`src/rtl/mda_pkg.sv`:
```
// ----------------------------------------------------------------------------
// mda_pkg
// Shared widths, limits, sequencer states and saturating adders for the
// moisture deficit accumulator.
// ----------------------------------------------------------------------------
package mda_pkg;

   // request field widths
   localparam int TEMP_W  = 14;
   localparam int RAIN_W  = 16;
   localparam int EVAP_W  = 13;

   // accumulator widths
   localparam int MTEMP_W = 19;
   localparam int DAY_W   = 5;
   localparam int MEVAP_W = 18;
   localparam int MRAIN_W = 21;
   localparam int YMEAN_W = 18;
   localparam int MON_W   = 4;
   localparam int YEVAP_W = 21;
   localparam int YRAIN_W = 25;

   // response widths
   localparam int MEAN_W  = 14;
   localparam int RTOT_W  = 25;
   localparam int ETOT_W  = 21;

   // shared divider: dividend magnitude, divisor, step counter
   localparam int DIV_N_W   = 18;
   localparam int DIV_D_W   = 5;
   localparam int DIV_CNT_W = 5;

   localparam logic [DAY_W-1:0] MAX_DAYS   = 5'd31;
   localparam logic [MON_W-1:0] MAX_MONTHS = 4'd12;

   typedef enum logic [3:0] {
      ST_IDLE,
      ST_DAY,
      ST_MSTART,
      ST_MDIV,
      ST_MCLOSE,
      ST_MYEAR,
      ST_YSTART,
      ST_YDIV,
      ST_EMIT
   } mda_state_type;

   // saturating add, 21-bit
   function automatic logic [20:0] sat_add_21(input logic [20:0] a, input logic [20:0] b);
      logic [21:0] s;
      s = {1'b0, a} + {1'b0, b};
      return s[21] ? {21{1'b1}} : s[20:0];
   endfunction

   // saturating add, 25-bit
   function automatic logic [24:0] sat_add_25(input logic [24:0] a, input logic [24:0] b);
      logic [25:0] s;
      s = {1'b0, a} + {1'b0, b};
      return s[25] ? {25{1'b1}} : s[24:0];
   endfunction

endpackage

```
`src/rtl/mda_div.sv`:
```
// ----------------------------------------------------------------------------
// mda_div
// Shared restoring divider: unsigned magnitude by a small unsigned divisor,
// one quotient bit per cycle. Done pulses for one cycle when the quotient
// is ready.
// ----------------------------------------------------------------------------
module mda_div (
   input  logic                        clock,
   input  logic                        reset,
   input  logic                        start,
   input  logic [mda_pkg::DIV_N_W-1:0] dividend,
   input  logic [mda_pkg::DIV_D_W-1:0] divisor,
   output logic                        done,
   output logic [mda_pkg::DIV_N_W-1:0] quotient
);
   import mda_pkg::*;

   localparam logic [DIV_CNT_W-1:0] LAST_STEP = DIV_CNT_W'(DIV_N_W - 1);

   logic                 busy_ff, busy_in;
   logic                 done_ff, done_in;
   logic [DIV_CNT_W-1:0] cnt_ff, cnt_in;
   logic [DIV_D_W-1:0]   rem_ff, rem_in;
   logic [DIV_N_W-1:0]   quo_ff, quo_in;
   logic [DIV_D_W-1:0]   dvs_ff, dvs_in;
   logic [DIV_D_W:0]     trial;
   logic [DIV_D_W:0]     diff;
   logic                 fits;

   // one trial subtraction per step
   assign trial = {rem_ff, quo_ff[DIV_N_W-1]};
   assign diff  = trial - {1'b0, dvs_ff};
   assign fits  = trial >= {1'b0, dvs_ff};

   always_comb begin
      busy_in = busy_ff;
      done_in = 1'b0;
      cnt_in  = cnt_ff;
      rem_in  = rem_ff;
      quo_in  = quo_ff;
      dvs_in  = dvs_ff;
      if (start) begin
         busy_in = 1'b1;
         cnt_in  = '0;
         rem_in  = '0;
         quo_in  = dividend;
         dvs_in  = divisor;
      end else if (busy_ff) begin
         rem_in = fits ? diff[DIV_D_W-1:0] : trial[DIV_D_W-1:0];
         quo_in = {quo_ff[DIV_N_W-2:0], fits};
         cnt_in = cnt_ff + 1'b1;
         if (cnt_ff == LAST_STEP) begin
            busy_in = 1'b0;
            done_in = 1'b1;
         end
      end
   end

   // control state
   always_ff @(posedge clock) begin
      if (reset) begin
         busy_ff <= 1'b0;
         done_ff <= 1'b0;
         cnt_ff  <= '0;
      end else begin
         busy_ff <= busy_in;
         done_ff <= done_in;
         cnt_ff  <= cnt_in;
      end
   end

   // datapath
   always_ff @(posedge clock) begin
      rem_ff <= rem_in;
      quo_ff <= quo_in;
      dvs_ff <= dvs_in;
   end

   assign done     = done_ff;
   assign quotient = quo_ff;

endmodule

```
`src/rtl/moisture_deficit_accumulator_core.sv`:
```
// ----------------------------------------------------------------------------
// moisture_deficit_accumulator_core
// Daily temperature, rain and evapotranspiration sums per month and per year,
// with monthly or annual records of mean temperature, totals, deficit and
// surplus.
// ----------------------------------------------------------------------------
// Sequence: a day that does not close a month passes ST_DAY and returns to
//   ST_IDLE; a month end, and a year end in annual mode, also wait on the
//   18-step shared divider used for each mean.
// Throughput: one request at a time; req_ready is high only between requests.
//   The response register lets the next request in while a record waits.
// Reset: synchronous, clears all sums, counters, annual_mode and rsp_valid.
module moisture_deficit_accumulator_core (
   input  logic                        clock,
   input  logic                        reset,
   // configuration
   input  logic                        csr_wr_en,
   input  logic                        csr_wr_data,
   // request channel
   input  logic                        req_valid,
   output logic                        req_ready,
   input  logic signed [mda_pkg::TEMP_W-1:0] req_air_temp,
   input  logic [mda_pkg::RAIN_W-1:0]  req_rain,
   input  logic [mda_pkg::EVAP_W-1:0]  req_evap_ref,
   input  logic                        req_month_end,
   input  logic                        req_year_end,
   // response channel
   output logic                        rsp_valid,
   input  logic                        rsp_ready,
   output logic signed [mda_pkg::MEAN_W-1:0] rsp_mean_temp,
   output logic [mda_pkg::RTOT_W-1:0]  rsp_rain_total,
   output logic [mda_pkg::ETOT_W-1:0]  rsp_evap_total,
   output logic [mda_pkg::ETOT_W-1:0]  rsp_deficit,
   output logic [mda_pkg::RTOT_W-1:0]  rsp_surplus
);
   import mda_pkg::*;

   mda_state_type state_ff, state_in;

   logic annual_mode_ff;

   // latched request
   logic [TEMP_W-1:0] in_temp_ff;
   logic [RAIN_W-1:0] in_rain_ff;
   logic [EVAP_W-1:0] in_evap_ff;
   logic              mend_ff, yend_ff;

   // month and year accumulators
   logic [MTEMP_W-1:0] month_temp_sum_ff;
   logic [DAY_W-1:0]   day_count_ff;
   logic [MEVAP_W-1:0] month_evap_sum_ff;
   logic [MRAIN_W-1:0] month_rain_sum_ff;
   logic [YMEAN_W-1:0] year_mean_sum_ff;
   logic [MON_W-1:0]   month_count_ff;
   logic [YEVAP_W-1:0] year_evap_sum_ff;
   logic [YRAIN_W-1:0] year_rain_sum_ff;
   logic [YEVAP_W-1:0] year_deficit_sum_ff;
   logic [YRAIN_W-1:0] year_surplus_sum_ff;

   // period record under construction
   logic [MEAN_W-1:0] res_mean_ff;
   logic [RTOT_W-1:0] res_rain_ff;
   logic [ETOT_W-1:0] res_evap_ff;
   logic [ETOT_W-1:0] res_def_ff;
   logic [RTOT_W-1:0] res_sur_ff;

   // response register
   logic              rsp_valid_ff;
   logic [MEAN_W-1:0] rsp_mean_ff;
   logic [RTOT_W-1:0] rsp_rain_ff;
   logic [ETOT_W-1:0] rsp_evap_ff;
   logic [ETOT_W-1:0] rsp_def_ff;
   logic [RTOT_W-1:0] rsp_sur_ff;

   // divider hookup
   logic               div_start, div_done;
   logic [DIV_N_W-1:0] div_dividend, div_quotient;
   logic [DIV_D_W-1:0] div_divisor;
   logic               div_neg_ff;
   logic               div_neg;
   logic [DIV_N_W-1:0] month_mag, year_mag;
   logic [DIV_N_W-1:0] q_signed;

   // sequencer strobes
   logic do_day, do_mclose, do_year, mean_load, year_res_load, emit_load;

   // month close values
   logic [ETOT_W-1:0] m_evap, m_rain, m_def, m_sur;

   // ---------------------------------------------------------------- next state
   always_comb begin
      state_in = state_ff;
      unique case (state_ff)
         ST_IDLE:   if (req_valid) state_in = ST_DAY;
         ST_DAY:    state_in = mend_ff ? ST_MSTART : ST_IDLE;
         ST_MSTART: state_in = ST_MDIV;
         ST_MDIV:   if (div_done) state_in = ST_MCLOSE;
         ST_MCLOSE: state_in = ST_MYEAR;
         ST_MYEAR: begin
            priority if (!annual_mode_ff) state_in = ST_EMIT;
            else if (yend_ff)             state_in = ST_YSTART;
            else                          state_in = ST_IDLE;
         end
         ST_YSTART: state_in = ST_YDIV;
         ST_YDIV:   if (div_done) state_in = ST_EMIT;
         ST_EMIT:   if (!rsp_valid_ff || rsp_ready) state_in = ST_IDLE;
         default:   state_in = ST_IDLE;
      endcase
   end

   // ---------------------------------------------------------------- strobes
   always_comb begin
      req_ready     = (state_ff == ST_IDLE);
      div_start     = (state_ff == ST_MSTART) || (state_ff == ST_YSTART);
      do_day        = (state_ff == ST_DAY) && (day_count_ff < MAX_DAYS);
      do_mclose     = (state_ff == ST_MCLOSE);
      do_year       = (state_ff == ST_MYEAR) && (month_count_ff < MAX_MONTHS);
      mean_load     = ((state_ff == ST_MDIV) || (state_ff == ST_YDIV)) && div_done;
      year_res_load = (state_ff == ST_YDIV) && div_done;
      emit_load     = (state_ff == ST_EMIT) && (!rsp_valid_ff || rsp_ready);
   end

   // ---------------------------------------------------------------- divider operands
   assign month_mag = month_temp_sum_ff[MTEMP_W-1]
                      ? DIV_N_W'(-month_temp_sum_ff) : DIV_N_W'(month_temp_sum_ff);
   assign year_mag  = year_mean_sum_ff[YMEAN_W-1]
                      ? DIV_N_W'(-year_mean_sum_ff) : DIV_N_W'(year_mean_sum_ff);
   assign div_dividend = (state_ff == ST_YSTART) ? year_mag : month_mag;
   assign div_divisor  = (state_ff == ST_YSTART) ? {1'b0, month_count_ff} : day_count_ff;
   assign div_neg      = (state_ff == ST_YSTART) ? year_mean_sum_ff[YMEAN_W-1]
                                                 : month_temp_sum_ff[MTEMP_W-1];
   // quotient back to signed, truncated toward zero
   assign q_signed = div_neg_ff ? (~div_quotient + 1'b1) : div_quotient;

   mda_div u_div (
      .clock    (clock),
      .reset    (reset),
      .start    (div_start),
      .dividend (div_dividend),
      .divisor  (div_divisor),
      .done     (div_done),
      .quotient (div_quotient)
   );

   // ---------------------------------------------------------------- month close math
   always_comb begin
      m_evap = month_temp_sum_ff[MTEMP_W-1] ? '0 : ETOT_W'(month_evap_sum_ff);
      m_rain = ETOT_W'(month_rain_sum_ff);
      m_def  = (m_evap > m_rain) ? (m_evap - m_rain) : '0;
      m_sur  = (m_rain > m_evap) ? (m_rain - m_evap) : '0;
   end

   // ---------------------------------------------------------------- control regs
   always_ff @(posedge clock) begin
      if (reset) begin
         state_ff       <= ST_IDLE;
         annual_mode_ff <= 1'b0;
         mend_ff        <= 1'b0;
         yend_ff        <= 1'b0;
         rsp_valid_ff   <= 1'b0;
      end else begin
         state_ff <= state_in;
         if (csr_wr_en) annual_mode_ff <= csr_wr_data;
         if (req_valid && req_ready) begin
            mend_ff <= req_month_end | req_year_end;
            yend_ff <= req_year_end;
         end
         if (emit_load)      rsp_valid_ff <= 1'b1;
         else if (rsp_ready) rsp_valid_ff <= 1'b0;
      end
   end

   // ---------------------------------------------------------------- accumulators
   always_ff @(posedge clock) begin
      if (reset) begin
         month_temp_sum_ff   <= '0;
         day_count_ff        <= '0;
         month_evap_sum_ff   <= '0;
         month_rain_sum_ff   <= '0;
         year_mean_sum_ff    <= '0;
         month_count_ff      <= '0;
         year_evap_sum_ff    <= '0;
         year_rain_sum_ff    <= '0;
         year_deficit_sum_ff <= '0;
         year_surplus_sum_ff <= '0;
      end else begin
         // add one day
         if (do_day) begin
            month_temp_sum_ff <= month_temp_sum_ff
                                 + {{(MTEMP_W-TEMP_W){in_temp_ff[TEMP_W-1]}}, in_temp_ff};
            month_evap_sum_ff <= month_evap_sum_ff + MEVAP_W'(in_evap_ff);
            month_rain_sum_ff <= month_rain_sum_ff + MRAIN_W'(in_rain_ff);
            day_count_ff      <= day_count_ff + 1'b1;
         end
         // close the month
         if (do_mclose) begin
            month_temp_sum_ff <= '0;
            month_evap_sum_ff <= '0;
            month_rain_sum_ff <= '0;
            day_count_ff      <= '0;
         end
         // fold the month into the year
         if (do_year) begin
            year_mean_sum_ff    <= year_mean_sum_ff
                                   + {{(YMEAN_W-MEAN_W){res_mean_ff[MEAN_W-1]}}, res_mean_ff};
            year_evap_sum_ff    <= sat_add_21(year_evap_sum_ff, res_evap_ff);
            year_rain_sum_ff    <= sat_add_25(year_rain_sum_ff, res_rain_ff);
            year_deficit_sum_ff <= sat_add_21(year_deficit_sum_ff, res_def_ff);
            year_surplus_sum_ff <= sat_add_25(year_surplus_sum_ff, res_sur_ff);
            month_count_ff      <= month_count_ff + 1'b1;
         end
         // year end clears the annual sums once the record is out
         if (emit_load && yend_ff) begin
            year_mean_sum_ff    <= '0;
            month_count_ff      <= '0;
            year_evap_sum_ff    <= '0;
            year_rain_sum_ff    <= '0;
            year_deficit_sum_ff <= '0;
            year_surplus_sum_ff <= '0;
         end
      end
   end

   // ---------------------------------------------------------------- payload regs
   always_ff @(posedge clock) begin
      if (req_valid && req_ready) begin
         in_temp_ff <= req_air_temp;
         in_rain_ff <= req_rain;
         in_evap_ff <= req_evap_ref;
      end
      if (div_start) div_neg_ff <= div_neg;
      if (mean_load) res_mean_ff <= q_signed[MEAN_W-1:0];
      if (do_mclose) begin
         res_rain_ff <= RTOT_W'(m_rain);
         res_evap_ff <= m_evap;
         res_def_ff  <= m_def;
         res_sur_ff  <= RTOT_W'(m_sur);
      end
      if (year_res_load) begin
         res_rain_ff <= year_rain_sum_ff;
         res_evap_ff <= year_evap_sum_ff;
         res_def_ff  <= year_deficit_sum_ff;
         res_sur_ff  <= year_surplus_sum_ff;
      end
      if (emit_load) begin
         rsp_mean_ff <= res_mean_ff;
         rsp_rain_ff <= res_rain_ff;
         rsp_evap_ff <= res_evap_ff;
         rsp_def_ff  <= res_def_ff;
         rsp_sur_ff  <= res_sur_ff;
      end
   end

   assign rsp_valid      = rsp_valid_ff;
   assign rsp_mean_temp  = rsp_mean_ff;
   assign rsp_rain_total = rsp_rain_ff;
   assign rsp_evap_total = rsp_evap_ff;
   assign rsp_deficit    = rsp_def_ff;
   assign rsp_surplus    = rsp_sur_ff;

   // ---------------------------------------------------------------- assertions
   a_day_limit: assert property (@(posedge clock) disable iff (reset)
      day_count_ff <= MAX_DAYS)
      else $error("day count beyond month limit");

   a_month_limit: assert property (@(posedge clock) disable iff (reset)
      month_count_ff <= MAX_MONTHS)
      else $error("month count beyond year limit");

   a_month_div_nonzero: assert property (@(posedge clock) disable iff (reset)
      state_ff == ST_MSTART |-> day_count_ff != '0)
      else $error("month mean started with zero days");

   a_year_div_nonzero: assert property (@(posedge clock) disable iff (reset)
      state_ff == ST_YSTART |-> month_count_ff != '0)
      else $error("annual mean started with zero months");

   a_div_done_owned: assert property (@(posedge clock) disable iff (reset)
      div_done |-> (state_ff == ST_MDIV || state_ff == ST_YDIV))
      else $error("divider finished outside a divide state");

endmodule
```
`config.mk`:
```
export PLATFORM = sky130hd
export DESIGN_NAME = moisture_deficit_accumulator_core
export DESIGN_NICKNAME = d
export VERILOG_FILES = /design/src/rtl/mda_pkg.sv /design/src/rtl/mda_div.sv /design/src/rtl/moisture_deficit_accumulator_core.sv
export SDC_FILE = /design/constraint.sdc
export NUM_CORES = 1
export LEC_CHECK = 0
export BUFFER_PORTS_ARGS = -buffer_cell sky130_fd_sc_hd__buf_2
export CAP_MARGIN = 5
export CORE_ASPECT_RATIO = 0.9
export CORE_UTILIZATION = 55
export DETAILED_ROUTE_END_ITERATION = 16
export PLACE_DENSITY_LB_ADDON = 0.1
export RECOVER_POWER = 100
export SLEW_MARGIN = 0
export SYNTH_ARGS = -nofsm -noshare
export SYNTH_HDL_FRONTEND = slang
export SYNTH_SLANG_ARGS = --single-unit
```
`constraint.sdc`:
```
create_clock -name clock -period 8.8 [get_ports clock]
set_clock_uncertainty 0.1 [all_clocks]
set_input_delay 0.88 -clock clock [delete_from_list [all_inputs] [get_ports clock]]
set_output_delay 0.88 -clock clock [all_outputs]
set_load 0.1 [all_outputs]
```
==> summary.md, run 1 <==
| Metric | Value |
|---|---|
| Gp weighted congestion | `0.939` |
| Hold Buf Count CTS | `0` |
| Pin count of the biggest net entering global routing | `92` |
| Hold WC Path Type | `primary input to register` |
| Violated checks | `max-capacitance violations, max-slew violations` |
| Routed vias | `20356` |
| Slew Limit Headroom | `-124%` |
| Area grow syn2layout | `10.4%` |
| Initial antenna violation count | `0` |
| Fmax | `0.162 GHz` |
| Post-placement cell area | `0.0277 mm²` |
| Setup TNS | `0 ps` |
| Clk Latency, worst-skew pair | `610 ps` |
| Max incr delay on CP | `2370 ps` |
| Wire length per cell | `19.7 µm` |
| Clock sinks | `476` |
| I/O pins | `159` |
| Netlist Area Pre-Place | `0.0264 mm²` |
| First-pass GRT wire length | `105 mm` |
| CP endpoint kind | `register` |
| Post-synth EDFFs | `279` |
| Worst setup SP type | `register` |
| Clock Tree Root | `clkbuf_16` |
| Critical path type | `register to register` |
| Share of cells above drive strength 1 | `6.83%` |
| Cell with the most instances after synthesis | `nand2_1` |
| Number of global-route vias before repair | `19094` |
| Initial cell density of the core | `56.2%` |
| Gr ovfl total | `0` |
| Resize count post-CTS | `0` |
| Pre-antenna DRT Iters | `6` |
| Most used cell, CP | `clkbuf_1` |
| Tmin final | `6180 ps` |
| PortBufs | `158` |
| Die area | `0.0488 mm²` |
| Most frequent cells after synthesis | `288 x nand2_1, 279 x edfxtp_1, 255 x o21ai_0` |
| Synth Instances | `2652` |
| Syn_nets | `2918` |
| Final HPWL DP | `48.0 mm` |
| Die Wd | `233 µm` |
| Crit path arrival time | `6310 ps` |
| Slowest stage cell, crit path | `clkbuf_1` |
| CTS Buf Count | `51` |
| Status | `complete, but fails checks` |
| DR vias/cell | `5.94` |
| CTS tree | `done` |
| Iter 0 DRT Violations | `1721` |
| Max Root-Sink Buffers | `3` |
| LEAKAGE | `11.5 nW` |
| Fill cell count | `3986` |
| RSZ-0062 raised after global routing | `no` |
| Row count | `75` |
| CP Max Fanout | `59` |
| Yosys top cell by area | `edfxtp_1` |
| Sequential share of the synthesized area | `46.7%` |
| CTS H-tree lvls | `2` |
| Maximum capacitance violations | `7` |
| Final Hold Vio Count | `0` |
| Predominant post-synthesis flop cell | `edfxtp_1` |
| Synth cell types | `79` |
| Peak VDD IR | `0.156 mV` |
| GRT Overall Usage | `27.4%` |
| Power Dens Cells | `206 mW/mm²` |
| Final net count | `3035` |
| Layout Utilization | `62.0%` |
| Die extent in y | `210 µm` |
| Warnings, synthesis | `0` |
| Top cell type's share of synthesized area | `31.8%` |
| Post-CTS Repair Setup Buffers | `0` |
| Worst Max-Slew Pin Slew | `3360 ps` |
| Period utilization | `70.2%` |
| Worst endpoint required time | `8930 ps` |
| Core ar. | `0.0469 mm²` |
| Critical-path cell list | `clkbuf_1 > nor2_1 > nand3b_1 > nor2b_4 > clkbuf_1 > buf_4` |
| Clock-pin slew on the worst setup and hold paths | `60 ps` |
| Routed wire length | `67.6 mm` |
| Synth top area cells | `edfxtp_1 32%, dfxtp_1 15%, ha_1 9.7%` |
| Synthesized area per cell | `9.94 µm²` |
| Routed Antenna Nets | `0` |
| Async SR Flop Fraction | `0%` |
| Drt drc | `0` |
| Max Slew Vio Count | `306` |
| Register bit total from synthesis | `476` |
| Setup Viol. Count Final | `0` |
| Fin area | `0.0291 mm²` |
[registers in the layout, summed over array words and instances, names as in the netlist, 19 cells and up]
signal and cells:
res_rain_ff 25, res_sur_ff 25, rsp_rain_total 25, rsp_surplus 25, year_rain_sum_ff 25, year_surplus_sum_ff 25
m_rain 21, res_def_ff 21, res_evap_ff 21, rsp_deficit 21, rsp_evap_total 21, year_deficit_sum_ff 21
year_evap_sum_ff 21, month_temp_sum_ff 19
[final cells by class]
| type | count | area (µm²) | area share [%] |
|---|---|---|---|
| multi-input combinational | 1964 | 13200 | 45.5 |
| sequential | 476 | 12300 | 42.3 |
| clock buffer | 72 | 1410 | 4.83 |
| tap | 616 | 771 | 2.65 |
| timing repair buffer | 175 | 761 | 2.61 |
| inverter | 101 | 379 | 1.30 |
| clock inverter | 24 | 210 | 0.722 |
| antenna | 1 | 2.50 | 0.00860 |
[critical path, delay by kind of cell (launching register included)]
family	cells	cell delay, ps
buffers and inverters	3	4260
and+or+nand+nor	3	1040
DFF	1	300
[routing by layer]
layer / part of all wire [%] / global-route usage (%)
met3: 6.2 / 3.91
met1: 48 / 41.0
met4: 2.4 / 7.89
met2: 43 / 41.1
met5: 0 / 0
[power breakdown]
group / leakage (nW) / internal (mW) / switching (mW)
registers: 4.18 / 2.47 / 0.0857
clock network: 0.787 / 1.20 / 0.912
logic: 6.52 / 0.493 / 0.816
total: 11.5 / 4.17 / 1.81
[worst paths after layout]
kind	start	endpoint	slack, ps	cells after the start
setup / recovery	state_ff[2]$_SDFFE_PP0P_	rsp_rain_total[22]$_DFFE_PP_	2620	6
hold / removal	req_rain[15]	in_rain_ff[15]$_DFFE_PP_	350	1
setup reg to reg	state_ff[2]$_SDFFE_PP0P_	rsp_rain_total[22]$_DFFE_PP_	2620	6
hold reg to reg	res_evap_ff[17]$_DFFE_PP_	rsp_evap_total[17]$_DFFE_PP_	360	0
[cells by family (layout without fill, tap and decap cells)]
kind of cell | Yosys count | count (layout) | share of synthesized area (%)
AOI/OAI and AO/OA | 847 | 847 | 20.0
xor gates and xnor gates | 214 | 214 | 7.11
adders and majority gates | 215 | 215 | 10.5
buffers and inverters | 212 | 372 | 3.13
DFF | 476 | 476 | 46.7
muxes | 15 | 15 | 0.607
other | 0 | 1 | 0
and+or+nand+nor | 673 | 673 | 11.9
[layout by cell type (no fill, tap or decap), types with 31 or more instances in the layout]
| master | n |
|---|---|
| nand2_1 | 288 |
| edfxtp_1 | 279 |
| o21ai_0 | 256 |
| a21oi_1 | 250 |
| ha_1 | 204 |
| dfxtp_1 | 197 |
| clkbuf_1 | 133 |
| nor2_1 | 123 |
| xnor2_1 | 120 |
| inv_1 | 101 |
| xor2_1 | 94 |
| a21o_1 | 65 |
| clkbuf_16 | 52 |
| buf_2 | 47 |
| o31ai_1 | 46 |
| nand2b_1 | 45 |
| nand3_1 | 41 |
| a211oi_1 | 31 |
[stage by stage]
| step | worst slack [ps] | hold WS [ps] | cells | total power [mW] |
|---|---|---|---|---|
| 3_3_place_gp | 4720 | 343 | 3332 | 3.86 |
| 5_1_grt | 2160 | 331 | 3428 | 6.23 |
| 2_1_floorplan | 1170 | 331 | 2652 | 3.50 |
| 6_report | 2620 | 346 | 3429 | 5.98 |
| 4_1_cts | 4540 | 316 | 3428 | 6.00 |
| 3_5_place_dp | 4560 | 346 | 3332 | 3.89 |
(Power assumes the default switching activity.)
==> run 2: changes to the inputs <==
Clock period 8.8 ns to 5.1 ns, I/O delays scaled along.
==> run 2 against run 1 <==
  * The run still ends with max-capacitance violations, max-slew violations left
  * Clock-buffer cell count down 11
  * Flip-flop and latch count unchanged
  * Wire length up 3.3%
  * Utilization up 0.83 points
  * Sequential power up 73%
  * Setup slack worse by 2000 ps
  * Sequential share of layout area down 0.56 points
  * Critical path type unchanged
  * Largest cell class unchanged
  * Highest routed layer unchanged
==> summary.md, run 2 (synthesis results as in run 1) <==
| Metric | Value |
|---|---|
| Final Hold Vio Count | `0 (unchanged)` |
| CTS H-tree lvls | `2 (unchanged)` |
| CP endpoint kind | `register` |
| Critical path type | `register to register` |
| Routed Antenna Nets | `0 (unchanged)` |
| Worst flop-to-flop path startpoint | `state_ff[2]$_SDFFE_PP0P_` |
| Period utilization | `87.9% (+18 points)` |
| Power Dens Cells | `357 mW/mm² (+73%)` |
| Die area | `0.0488 mm² (unchanged)` |
| CTS Buf Count | `50 (-2.0%)` |
| Clock-pin slew on the worst setup and hold paths | `60 ps (about the same)` |
| CP Max Fanout | `51 (-14%)` |
| Tmin final | `4480 ps (-1690 ps)` |
| Setup TNS | `0 ps (unchanged)` |
| Final HPWL DP | `50.3 mm (+4.7%)` |
| Max Slew Vio Count | `270 (-12%)` |
| Peak VDD IR | `0.264 mV (+69%)` |
| Combinational Power Share | `22.2% (+0.3 points)` |
| Number of global-route vias before repair | `19704 (+3.2%)` |
| Slowest stage cell, crit path | `and3b_1` |
| Initial antenna violation count | `0 (unchanged)` |
| Cell-internal power | `7.34 mW (+76%)` |
| Die extent in y | `210 µm (unchanged)` |
| Fill cell count | `3911 (-1.9%)` |
| PortBufs | `158 (unchanged)` |
| Post-placement cell area | `0.0277 mm² (+0.21%)` |
| Sequential Power Share | `42.0% (-0.8 points)` |
| Hold WC Path Type | `primary input to register` |
| GRT Overall Usage | `28.6% (+1.2 points)` |
| Area grow syn2layout | `11.8%` |
| Pre-antenna DRT Iters | `5 (-1)` |
| Worst setup SP type | `register` |
| Fin area | `0.0295 mm² (+1.3%)` |
| Gr ovfl total | `0 (unchanged)` |
| Most common cell after layout, fill and taps aside | `nand2_1` |
| LEAKAGE | `11.7 nW (+1.8%)` |
| Violated checks | `max-capacitance violations, max-slew violations` |
| Final net count | `3081 (+1.5%)` |
| Share of cells above drive strength 1 | `6.16% (-0.66 points)` |
| R2r worst-path depth | `3 (-3)` |
| Clock group share of total power | `35.8% (+0.5 points)` |
| CTS tree | `done` |
| Clock Tree Root | `clkbuf_16` |
| P_sw | `3.18 mW (+75%)` |
| Critical-path cell list | `clkbuf_2 > and3b_1 > clkbuf_2` |
| Ant. Diodes | `0 (-1)` |
| Slew Limit Headroom | `-126% (-2.1 points)` |
| Worst path bufs/invs | `2 (-1)` |
| Iter 0 DRT Violations | `1702 (-1.1%)` |
| Maximum capacitance violations | `5 (-2)` |
| First-pass GRT wire length | `109 mm (+4.2%)` |
| Row count | `75 (unchanged)` |
| Routed wire length | `69.9 mm (+3.3%)` |
| Initial cell density of the core | `56.2% (unchanged)` |
| DR vias/cell | `5.95 (+0.25%)` |
| WHS Path Cells | `3 (+2)` |
| Fmax | `0.223 GHz (+38%)` |
| Drt drc | `0 (unchanged)` |
| RSZ-0062 raised after global routing | `no` |
| I/O pins | `159 (unchanged)` |
| Routed vias | `20657 (+1.5%)` |
| Post-route total power | `10.5 mW (+76%)` |
| Crit path arrival time | `4590 ps (-1720 ps)` |
| Wire length per cell | `20.1 µm (+2.1%)` |
| Hold Path Origin | `csr_wr_data` |
| Clock sinks | `476 (unchanged)` |
| Commonest cells after routing, fill and taps aside | `288 x nand2_1, 279 x edfxtp_1, 266 x a21oi_1, 259 x o21ai_0, 204 x ha_1` |
| Crit Reg-Reg Endpoint | `res_rain_ff[8]$_DFFE_PP_` |
| Max Root-Sink Buffers | `3 (unchanged)` |
| Worst Max-Slew Pin Slew | `3350 ps (-4.36 ps)` |
| Max incr delay on CP | `1740 ps (-630 ps)` |
| Clk Latency, worst-skew pair | `610 ps (about the same)` |
| CP top delay family | `buffers and inverters` |
| Layout Utilization | `62.8% (+0.83 points)` |
| R2R Setup Slk | `620 ps (-2010 ps)` |
| Die Wd | `233 µm (unchanged)` |
| Sw frac | `30.2% (-0.096 points)` |
| Most used cell, CP | `clkbuf_2` |
| Pin count of the biggest net entering global routing | `93 (+1.1%)` |
| Resize count post-CTS | `0 (unchanged)` |
| Hold Slack | `65.2 ps (-280 ps)` |
| Status | `complete, but fails checks` |
| Core ar. | `0.0469 mm² (unchanged)` |
| Worst endpoint required time | `5210 ps (-3720 ps)` |
| Endpoint, Worst Hold | `annual_mode_ff$_SDFFE_PP0P_` |
| Setup Viol. Count Final | `0 (unchanged)` |
| Gp weighted congestion | `0.902 (-3.9%)` |
-- run 2: layer usage --
layer / vias up / global-route usage, % / wire [µm]
li1: 9996 / - / -
met1: 9942 / 41.5 / 32400
met2: 636 / 44.7 / 31500
met3: 83 / 4.82 / 4630
met4: 0 / 6.49 / 1330
met5: - / 0 / 0
-- run 2: how the worst max path moves through the flow --
stage | endpoint | cells after the start | start
after floorplan | yend_ff$_SDFFE_PP0P_ | 6 | state_ff[0]$_SDFFE_PP0P_
after global placement | res_sur_ff[19]$_DFFE_PP_ | 13 | month_temp_sum_ff[18]$_SDFFE_PP0P_
after detailed placement | res_sur_ff[19]$_DFFE_PP_ | 13 | month_temp_sum_ff[18]$_SDFFE_PP0P_
after CTS | res_sur_ff[19]$_DFFE_PP_ | 13 | month_temp_sum_ff[18]$_SDFFE_PP0P_
after global routing | res_rain_ff[8]$_DFFE_PP_ | 3 | state_ff[2]$_SDFFE_PP0P_
final | res_rain_ff[8]$_DFFE_PP_ | 3 | state_ff[2]$_SDFFE_PP0P_
-- run 2: layout make-up --
type                    count  area [µm²]  area share (%)
repair buffers            222        1230            4.18
inverters                 101         379            1.29
clock buffers              61        1320            4.49
multi-input cells        1964       13100            44.5
flip-flops and latches    476       12300            41.8
well taps                 616         771            2.61
clock inverters            31         345            1.17
-- run 2: worst min-delay path: cells and delay by family --
family,cells,cell delay [ps]
muxes,1,60
buffers and inverters,1,80
and+or+nand+nor,1,80
-- run 2: power groups by stage --
stage,clock (mW),sequential (mW),combinational [mW]
after floorplan,0,4.43,1.62
after global placement,0,4.49,2.21
after detailed placement,0,4.49,2.26
after CTS,3.82,4.41,2.30
after global routing,3.97,4.43,2.54
final,3.77,4.42,2.33
-- run 2: per-stage QoR --
step,cells,setup WS [ps]
floorplan,2652,688
global placement,3336,1030
detailed placement,3336,959
CTS,3471,934
global route,3471,332
finish,3471,618
-- run 2: what timing repair did --
action,CTS,global route
hold buffers,43,0
setup buffers,0,0
hold endpoints to repair,43,0
==> run 3: changes to the inputs <==
Settings changed: CAP_MARGIN 5 to default, CELL_PAD_IN_SITES_DETAIL_PLACEMENT from default to 0, CELL_PAD_IN_SITES_GLOBAL_PLACEMENT from default to 1, CORE_UTILIZATION 55 to 44.
==> run 3 against run 2 <==
  * The run still ends with max-capacitance violations, max-slew violations left
  * Setup slack improved by 300 ps
  * Sequential share of layout area decreased by 0.64 points
  * Wire length increased by 3.3%
  * Maximum frequency increased by 7.1%
  * Combinational power about the same
  * Final cell count increased by 4.8%
  * Sequential power about the same
  * Power increased by 1.9%
  * Worst hold slack got worse by 16 ps
  * Via count decreased by 2.2%
  * Non-clock buffer count increased by 3
  * Critical endpoint is now res_sur_ff[19]$_DFFE_PP_
  * Largest power group unchanged
==> summary.md, run 3 (synthesis results as in run 1) <==
| Metric | Value |
|---|---|
| Status | `complete, but fails checks` |
| Violated checks | `max-capacitance violations, max-slew violations` |
| Fin area | `0.0299 mm² (+1.6%)` |
| Iter 0 DRT Violations | `1314 (-23%)` |
| Initial antenna violation count | `2 (+2)` |
| Wire length per cell | `19.8 µm (-1.4%)` |
| Area of the multi-input gates | `0.0132 mm² (+0.93%)` |
| Final Hold Vio Count | `0 (unchanged)` |
| Routed Antenna Nets | `0 (unchanged)` |
| CTS Buf Count | `52 (+4.0%)` |
| Worst Max-Slew Pin Slew | `2880 ps (-476 ps)` |
| Crit path arrival time | `4450 ps (-140 ps)` |
| Clock-pin slew on the worst setup and hold paths | `70 ps (about the same)` |
| Gr ovfl total | `0 (unchanged)` |
| Routed vias | `20202 (-2.2%)` |
| Drt drc | `0 (unchanged)` |
| Max Slew Vio Count | `364 (+35%)` |
| Post-placement cell area | `0.0279 mm² (+0.75%)` |
| Gp weighted congestion | `0.888 (-1.5%)` |
| Tmin final | `4190 ps (-295 ps)` |
| Maximum capacitance violations | `9 (+4)` |
| Clock sinks | `476 (unchanged)` |
| CTS tree | `done` |
| Final WS setup | `913 ps (+295 ps)` |
| Commonest cells after routing, fill and taps aside | `288 x nand2_1, 279 x edfxtp_1, 257 x o21ai_0, 249 x a21oi_1, 204 x ha_1` |
| Critical path type | `register to register` |
| Fmax | `0.239 GHz (+7.1%)` |
| Initial cell density of the core | `44.8% (-11 points)` |
| Row count | `84 (+12%)` |
| Max Root-Sink Buffers | `3 (unchanged)` |
| Post-route total power | `10.7 mW (+1.9%)` |
| Worst setup SP type | `register` |
| CP Max Fanout | `32 (-37%)` |
| Final HPWL DP | `52.5 mm (+4.4%)` |
| Pre-antenna DRT Iters | `5 (unchanged)` |
| Number of global-route vias before repair | `18896 (-4.1%)` |
| Fill cell count | `5412 (+38%)` |
| Setup Viol. Count Final | `0 (unchanged)` |
| Post-CTS Repair Setup Buffers | `0 (unchanged)` |
| Pin count of the biggest net entering global routing | `92 (-1.1%)` |
| Layout Utilization | `50.9% (-12 points)` |
| Die area | `0.0609 mm² (+25%)` |
| Area grow syn2layout | `13.6%` |
| R2R Setup Slk | `910 ps (+300 ps)` |
| Period utilization | `82.1% (-5.8 points)` |
| Clock Tree Root | `clkbuf_16` |
| Register area | `0.0123 mm² (unchanged)` |
| RSZ-0062 raised after global routing | `no` |
| GRT Overall Usage | `23.5% (-5.1 points)` |
| Worst endpoint required time | `5360 ps (+150 ps)` |
| Clk Latency, worst-skew pair | `620 ps (about the same)` |
| First-pass GRT wire length | `110 mm (+0.96%)` |
| Core ar. | `0.0589 mm² (+25%)` |
| Slew Limit Headroom | `-91.7% (+34 points)` |
| Most common cell after layout, fill and taps aside | `nand2_1` |
| Power Dens Cells | `358 mW/mm² (+0.28%)` |
| Routed wire length | `72.2 mm (+3.3%)` |
| CTS H-tree lvls | `2 (unchanged)` |
| Share of cells above drive strength 1 | `7.47% (+1.3 points)` |
| LEAKAGE | `11.8 nW (+0.84%)` |
| CP endpoint kind | `register` |
| Hold WC Path Type | `primary input to register` |
| I/O pins | `159 (unchanged)` |
| Die extent in y | `234 µm (+12%)` |
| DR vias/cell | `5.55 (-6.7%)` |
| Pre-CTS setup slack | `945 ps (-13.4 ps)` |
| Peak VDD IR | `0.278 mV (+5.0%)` |
| Final net count | `3086 (+0.16%)` |
| Setup TNS | `0 ps (unchanged)` |
| PortBufs | `158 (unchanged)` |
| Die Wd | `260 µm (+12%)` |
-- run 3: changes by cell type in the layout (fill, tap and decap cells not counted), sizes merged --
| cell | delta |
|---|---|
| clkinvlp | +1 |
| diode | +1 |
| inv | +1 |
| clkinv | -1 |
| clkbuf | +2 |
| bufinv | +1 |
| buf | +5 |
-- run 3: cell type report --
class | count | area share, %
inverter | 101 | 1.27
clock buffer | 65 | 4.71
timing repair buffer | 225 | 4.17
antenna | 1 | 0.00836
multi-input combinational | 1964 | 44.2
tap | 774 | 3.23
sequential | 476 | 41.1
clock inverter | 33 | 1.28
-- run 3: timing repair --
item	in CTS	in global routing
setup endpoints to repair	0	0
hold endpoints to repair	43	0
gates resized for setup	0	0
hold buffers	43	0
-- run 3: worst max-delay path: stages, from the launching register on --
cell and delay [ps]:
dfxtp_1 390, buf_4 340, nand2b_1 220, inv_1 60
ha_1 390, and2_1 230, and3_1 220, a22oi_1 290
o2bb2ai_1 250, nor2_1 80, a211oi_1 360, o21a_1 590
nor2_1 180, a22o_1 240
-- run 3: routing by layer --
layer  wire (µm)  track usage [%]  vias up
met5          13                0        -
met4        1450             6.07        2
met1       36200             35.2     9650
li1            -                -    10002
met3        4600             4.83       87
met2       29900             34.2      461
-- run 3: per-stage QoR --
step / hold slack [ps] / std cells
5_1_grt: 38.2 / 3638
4_1_cts: 17.8 / 3638
3_3_place_gp: 344 / 3497
6_report: 49.5 / 3639
2_1_floorplan: 331 / 2652
3_5_place_dp: 347 / 3497
-- run 3: where the power goes --
part           switching [mW]  total (mW)  internal [mW]
sequential              0.155        4.43           4.27
clock                    1.61        3.98           2.37
combinational            1.43        2.31          0.872
-- run 3: worst paths after layout --
path	startpoint	depth (start not counted)	to
min	csr_wr_data	3	annual_mode_ff$_SDFFE_PP0P_
min reg2reg	res_def_ff[19]$_DFFE_PP_	0	rsp_deficit[19]$_DFFE_PP_
max	month_temp_sum_ff[18]$_SDFFE_PP0P_	13	res_sur_ff[19]$_DFFE_PP_
max reg2reg	month_temp_sum_ff[18]$_SDFFE_PP0P_	13	res_sur_ff[19]$_DFFE_PP_
